==> config.mk <==
export PLATFORM = sky130hd
export DESIGN_NAME = serial_setpoint_command_parser
export DESIGN_NICKNAME = d
export VERILOG_FILES = /design/src/rtl/sspc_pkg.sv /design/src/rtl/sspc_core.sv /design/src/rtl/serial_setpoint_command_parser.sv
export VERILOG_INCLUDE_DIRS = /design/src /design/src/rtl
export SDC_FILE = /design/constraint.sdc
export NUM_CORES = 1
export LEC_CHECK = 0
export BUFFER_PORTS_ARGS = -buffer_cell sky130_fd_sc_hd__buf_2
export CORE_MARGIN = 5
export CORE_UTILIZATION = 30
export DETAILED_ROUTE_END_ITERATION = 10
export GPL_ROUTABILITY_DRIVEN = 0
export GPL_TIMING_DRIVEN = 0
export HOLD_SLACK_MARGIN = 0.03
export PLACE_DENSITY = 0.57
export SYNTH_ARGS = -nofsm -noshare
export SYNTH_HDL_FRONTEND = slang
export SYNTH_SLANG_ARGS = --single-unit
==> constraint.sdc <==
create_clock -name clk_i -period 6.41 [get_ports clk_i]
set_input_delay 1.282 -clock clk_i [delete_from_list [all_inputs] [get_ports clk_i]]
set_output_delay 1.282 -clock clk_i [all_outputs]
set_load 0.05 [all_outputs]
==> src/rtl/serial_setpoint_command_parser_macros.svh <==
// Assertion macros for the serial setpoint command parser
`ifndef SERIAL_SETPOINT_COMMAND_PARSER_MACROS_SVH
`define SERIAL_SETPOINT_COMMAND_PARSER_MACROS_SVH

// Same-cycle implication, disabled during reset
`define SSPC_ASSERT_NOW(label, clk, rst_n, ante, cons) \
  label: assert property (@(posedge clk) disable iff (!(rst_n)) (ante) |-> (cons)) \
    else $error("sspc assertion failed");

// Next-cycle implication, disabled during reset
`define SSPC_ASSERT_NEXT(label, clk, rst_n, ante, cons) \
  label: assert property (@(posedge clk) disable iff (!(rst_n)) (ante) |=> (cons)) \
    else $error("sspc assertion failed");

`endif

==> src/rtl/sspc_pkg.sv <==
package sspc_pkg;

  localparam int unsigned MaxChars = 12;
  localparam int unsigned CountW   = 4;
  localparam int unsigned ValueW   = 32;

  localparam logic [7:0] ChArm1  = 8'h70;
  localparam logic [7:0] ChArm2  = 8'h71;
  localparam logic [7:0] ChRotor = 8'h72;
  localparam logic [7:0] ChDist  = 8'h64;
  localparam logic [7:0] ChOn    = 8'h6F;
  localparam logic [7:0] ChOff   = 8'h66;
  localparam logic [7:0] ChMinus = 8'h2D;
  localparam logic [ValueW-1:0] DigitBase = 32'd48;

  typedef enum logic [2:0] {
    TgtNone  = 3'd0,
    TgtArm1  = 3'd1,
    TgtArm2  = 3'd2,
    TgtRotor = 3'd3,
    TgtDist  = 3'd4
  } target_e;

  typedef struct packed {
    target_e                  update_target;
    logic signed [ValueW-1:0] value;
    logic                     nozzle_open;
    logic                     recalibrate;
    logic                     dropped;
  } sspc_res_t;

endpackage

==> src/rtl/sspc_core.sv <==
module sspc_core import sspc_pkg::*; (
  input  logic       clk_i,
  input  logic       rst_ni,
  input  logic       take_i,
  input  logic [7:0] rx_byte_i,
  output sspc_res_t  res_o
);

  logic [ValueW-1:0] sum_q, sum_d;
  logic              neg_q, neg_d;
  logic [CountW-1:0] count_q, count_d;
  logic              nozzle_q, nozzle_d;

  logic [ValueW-1:0] sum_x10;
  logic [ValueW-1:0] digit;
  logic              full;

  assign sum_x10 = (sum_q << 3) + (sum_q << 1);
  assign digit   = {{(ValueW-8){1'b0}}, rx_byte_i} - DigitBase;
  assign full    = (count_q >= CountW'(MaxChars));

  always_comb begin
    sum_d    = sum_q;
    neg_d    = neg_q;
    count_d  = count_q;
    nozzle_d = nozzle_q;
    res_o    = '0;
    res_o.update_target = TgtNone;

    unique case (rx_byte_i)
      ChArm1, ChArm2, ChRotor, ChDist: begin
        unique case (rx_byte_i)
          ChArm1:  res_o.update_target = TgtArm1;
          ChArm2:  res_o.update_target = TgtArm2;
          ChRotor: res_o.update_target = TgtRotor;
          default: res_o.update_target = TgtDist;
        endcase
        res_o.value       = neg_q ? -$signed(sum_q) : $signed(sum_q);
        res_o.recalibrate = (rx_byte_i != ChRotor);
        sum_d   = '0;
        neg_d   = 1'b0;
        count_d = '0;
      end
      ChOn:  nozzle_d = 1'b1;
      ChOff: nozzle_d = 1'b0;
      default: begin
        if (full) begin
          res_o.dropped = 1'b1;
        end else begin
          if (count_q == '0 && rx_byte_i == ChMinus) begin
            neg_d = 1'b1;
          end else begin
            if (count_q == '0) begin
              neg_d = 1'b0;
            end
            sum_d = sum_x10 + digit;
          end
          count_d = count_q + CountW'(1);
        end
      end
    endcase

    res_o.nozzle_open = nozzle_d;
  end

  always_ff @(posedge clk_i or negedge rst_ni) begin
    if (!rst_ni) begin
      sum_q    <= '0;
      neg_q    <= 1'b0;
      count_q  <= '0;
      nozzle_q <= 1'b0;
    end else if (take_i) begin
      sum_q    <= sum_d;
      neg_q    <= neg_d;
      count_q  <= count_d;
      nozzle_q <= nozzle_d;
    end
  end

endmodule

==> src/rtl/serial_setpoint_command_parser.sv <==
// Serial setpoint command parser: takes one received byte per transfer and
// returns exactly one result per byte. The letters p, q, r and d commit the
// buffered signed number to arm one, arm two, the rotor or the distance and
// clear the buffer (p, q and d also pulse recalibrate); o and f switch the
// nozzle; any other byte is buffered, with a leading '-' as sign, up to
// twelve characters, after which it is dropped and flagged. Each byte passes
// through a shift-add multiply-by-ten stage into the result register; a new
// byte is taken every cycle while the result register is empty or being
// drained in the same cycle.
module serial_setpoint_command_parser import sspc_pkg::*; (
  input  logic               clk_i,
  input  logic               rst_ni,
  input  logic               in_valid_i,
  output logic               in_ready_o,
  input  logic [7:0]         rx_byte_i,
  output logic               out_valid_o,
  input  logic               out_ready_i,
  output logic [2:0]         update_target_o,
  output logic signed [31:0] value_o,
  output logic               nozzle_open_o,
  output logic               recalibrate_o,
  output logic               dropped_o
);

  `include "serial_setpoint_command_parser_macros.svh"

  logic      take;
  logic      valid_q;
  sspc_res_t res_d, res_q;

  assign in_ready_o = !valid_q || out_ready_i;
  assign take       = in_valid_i && in_ready_o;

  sspc_core u_core (
    .clk_i,
    .rst_ni,
    .take_i    (take),
    .rx_byte_i,
    .res_o     (res_d)
  );

  always_ff @(posedge clk_i or negedge rst_ni) begin
    if (!rst_ni) begin
      valid_q <= 1'b0;
    end else if (in_ready_o) begin
      valid_q <= in_valid_i;
    end
  end

  always_ff @(posedge clk_i) begin
    if (take) begin
      res_q <= res_d;
    end
  end

  assign out_valid_o     = valid_q;
  assign update_target_o = res_q.update_target;
  assign value_o         = res_q.value;
  assign nozzle_open_o   = res_q.nozzle_open;
  assign recalibrate_o   = res_q.recalibrate;
  assign dropped_o       = res_q.dropped;

  `SSPC_ASSERT_NEXT(a_take_fills, clk_i, rst_ni, take, out_valid_o)
  `SSPC_ASSERT_NOW(a_idle_value_zero, clk_i, rst_ni,
                   out_valid_o && update_target_o == TgtNone, value_o == '0)
  `SSPC_ASSERT_NOW(a_recal_commit, clk_i, rst_ni, out_valid_o && recalibrate_o,
                   update_target_o == TgtArm1 || update_target_o == TgtArm2 ||
                   update_target_o == TgtDist)
  `SSPC_ASSERT_NOW(a_drop_no_commit, clk_i, rst_ni, out_valid_o && dropped_o,
                   update_target_o == TgtNone && !recalibrate_o)

endmodule
==> results.py <==
metrics = {
    "status": {
        "status": "finished, final reports clean",
    },
    "detailed_routing": {
        "vias_per_cell": 4.91,
        "wl_per_cell_um": 15.0,
        "drtAntennaViolNets": 0,
        "drt_first_pass_iters": 5,
        "vias": 4696,
        "wirelength_um": 14300,
        "drt-initial-drc-count": 212,
        "drc": 0,
    },
    "setup_path": {
        "slowest_delay_ns": 0.58,
        "cp_cell_sequence": "buf_2, ha_1, nor3_2, buf_6, buf_6, fa_1, ha_1, clkbuf_1, a21oi_1, o21ai_0, nand2b_1, a221oi_1, nor3_1, a221oi_1, nand3_1",
        "cp_data_arrival_time_ns": 5.19,
        "endpoint_kind": "register",
        "worst-path-buf-inv": 4,
        "path_max_fanout": 10,
        "critical_path.top_delay_family": "compound AO/OA/AOI/OAI gates",
        "startpoint_type": "input pin",
        "cp_slowest_cell": "nor3_2",
        "critPathKind": "in2reg",
        "worst_ep_required_time_ns": 6.63,
    },
    "logic_synthesis": {
        "syn_nets": 700,
        "synth_area_leader_cell": "edfxtp_1",
        "synth_flop_cell": "dfrtp_1",
        "syn-instance-count": 623,
        "synth_cell_type_count": 55,
        "avgSynthCellArea_um2": 9.54,
        "synth_top_area_share": 0.192,
        "synth-edff-count": 38,
        "seq_area_frac_synth": 0.356,
        "yosysWarnings": 0,
        "synthTopCellsByArea": "edfxtp_1, dfrtp_1, fa_1",
        "netlist_area_um2": 5940,
        "synthArstFlopShare": 0.506,
        "ys_seq_elements": 77,
    },
    "cts": {
        "clkSinkCount": 77,
        "h-tree-depth": 3,
        "clockBufferDepth": 2,
        "cts_setup_buffers": 0,
        "cts_tree": "built",
        "root_buffer": "clkbuf_16",
        "cts-hold-fix-buffers": 0,
        "post_cts_resized": 0,
        "clock_latency_ns": 0.33,
        "cts.clk_slew.worst_paths_ns": 0.07,
        "cts_made_buffers": 9,
    },
    "final_layout": {
        "seq_area_um2": 2120,
        "finalNetCount": 763,
        "drive_above_1_share": 0.119,
        "multi_input_area_um2": 3630,
        "antenna_cells": 0,
        "fin_util": 0.353,
        "nFillCells": 1943,
        "fin_area_um2": 6880,
        "area_delta_synth_final_pct": 15.8,
    },
    "timing": {
        "worstMarginPinSlew_ns": 0.975,
        "fmax_mhz": 201,
        "skew_ns": 0.0109,
        "drv_slew": 0,
        "rsz0062_at_grt": "no",
        "final.min_clock_period_ns": 4.97,
        "final_hold_viol_count": 0,
        "final-setup-viol-count": 0,
        "slew-limit-headroom": 0.350,
        "fin_crit_sh": 0.775,
        "tns_ns": 0,
    },
    "global_route": {
        "grt_max_degree": 41,
        "grt.overflow.total": 0,
        "grt_pass1_vias": 4584,
        "antenna_found_initial": 0,
        "grt_pass1_wl_um": 23900,
        "grt_usage": 0.132,
    },
    "floorplan": {
        "initial_core_util": 0.305,
        "die_area_um2": 22700,
        "rows": 51,
        "io_pins": 52,
        "die_w_um": 151,
        "core_region_area_um2": 19500,
        "fp.dieH_um": 151,
    },
    "place": {
        "io_buffers": 50,
        "placed_area_um2": 6550,
        "dp_hpwl_um": 11300,
    },
    "min_path": {
        "hold_path_class": "reg2reg",
    },
    "job": {
        "drv_cap": 0,
    },
}
## state kept, by name, indices dropped and copies added (netlist names)
register / cells
u_core.count_q: 4
update_target_o: 3
recalibrate_o: 1
dropped_o: 1
u_core.nozzle_q: 1
out_valid_o: 1
u_core.neg_q: 1
nozzle_open_o: 1
value_o: 32
u_core.sum_q: 32
## routing by layer
metal	GRT usage	wire [µm]	vias to the layer above
met5	0	0	-
met4	0.0363	240	0
met3	0.0187	574	17
met2	0.208	6530	103
met1	0.190	7000	2210
li1	-	-	2366
## cell usage in the layout (no fill, tap or decap), drive strengths merged, types with 10 or more instances in the layout
cell type	synthesis	routed
nor3	11	11
o31ai	11	11
buf	3	55
nand2b	10	10
dfrtp	39	39
xnor2	19	19
fa	29	29
o21ai	59	59
a21oi	36	36
nor2	49	49
or3	14	14
ha	36	36
edfxtp	38	38
inv	31	32
nand2	63	63
nand3	10	10
clkbuf	20	31
xor2	39	39
## path summary, 6_finish.rpt
kind | slack [ns] | cells past startpoint | endpoint | start
worst max-delay path | 1.44 | 15 | u_core.sum_q[30]$_DFFE_PN0P_ | rx_byte_i[4]
worst min-delay path | 0.50 | 2 | u_core.sum_q[31]$_DFFE_PN0P_ | u_core.sum_q[31]$_DFFE_PN0P_
worst max register to register | 2.92 | 11 | u_core.sum_q[19]$_DFFE_PN0P_ | u_core.sum_q[5]$_DFFE_PN0P_
worst min register to register | 0.50 | 2 | u_core.sum_q[31]$_DFFE_PN0P_ | u_core.sum_q[31]$_DFFE_PN0P_
max in group asynchronous | 4.68 | 1 | u_core.sum_q[11]$_DFFE_PN0P_ | rst_ni
min in group asynchronous | 1.09 | 1 | u_core.sum_q[31]$_DFFE_PN0P_ | rst_ni
## cells in the mapped netlist, types with 4 or more instances
library cell	n
a211oi_1	6
o21ai_0	58
xor2_1	39
dfrtp_1	39
a21oi_1	36
clkbuf_1	20
xnor2_1	19
nand2b_1	10
nor3_1	11
nand2_1	63
nor2_1	49
or3_1	13
or2_2	5
and3_1	4
nand4_1	7
edfxtp_1	38
o31ai_1	11
inv_1	31
o41ai_1	5
or4_1	5
nor2b_1	7
o21a_1	6
fa_1	29
ha_1	36
nand3_1	10
o211ai_1	7
a21o_1	7
and2_1	4
## worst reg2reg max path, cell delays in order, from the launching register on
cell and delay (ns):
dfrtp_1 0.46, inv_1 0.12, fa_1 0.52, inv_1 0.04, ha_1 0.35, a21o_1 0.20, a31o_2 0.23, o21ai_0 0.45
a21oi_1 0.34, a41oi_1 0.35, xor2_1 0.20, o21ai_0 0.09
## cell type report
class / count / area share
buffer: 23 / 0.0126
clock buffer: 11 / 0.0353
clock inverter: 5 / 0.0120
inverter: 31 / 0.0169
multi-input combinational: 492 / 0.527
sequential: 77 / 0.308
tap: 265 / 0.0482
timing repair buffer: 52 / 0.0397
## per-stage QoR
step	worst slack [ns]	cells	hold WS, ns
floorplan	0.0739	623	0.469
global placement	-1.36	938	0.482
detailed placement	1.08	940	0.494
CTS	1.42	956	0.509
global route	1.18	956	0.557
finish	1.44	956	0.503
## cell families (layout without fill, tap and decap cells)
| kind of cell | count (synthesis) | after routing | synth area share |
|---|---|---|---|
| buffers and inverters | 54 | 122 | 0.0341 |
| adder cells (fa/ha/maj) | 65 | 65 | 0.174 |
| AO/OA/AOI/OAI | 166 | 166 | 0.180 |
| multiplexers | 3 | 3 | 0.00527 |
| XOR/XNOR | 58 | 58 | 0.0855 |
| AND/OR/NAND/NOR | 200 | 200 | 0.165 |
| flip-flops | 77 | 77 | 0.356 |
Power is left out: the tool's default activity adds up to more than one toggle a clock period on the data nets, which glitch-free logic cannot reach.
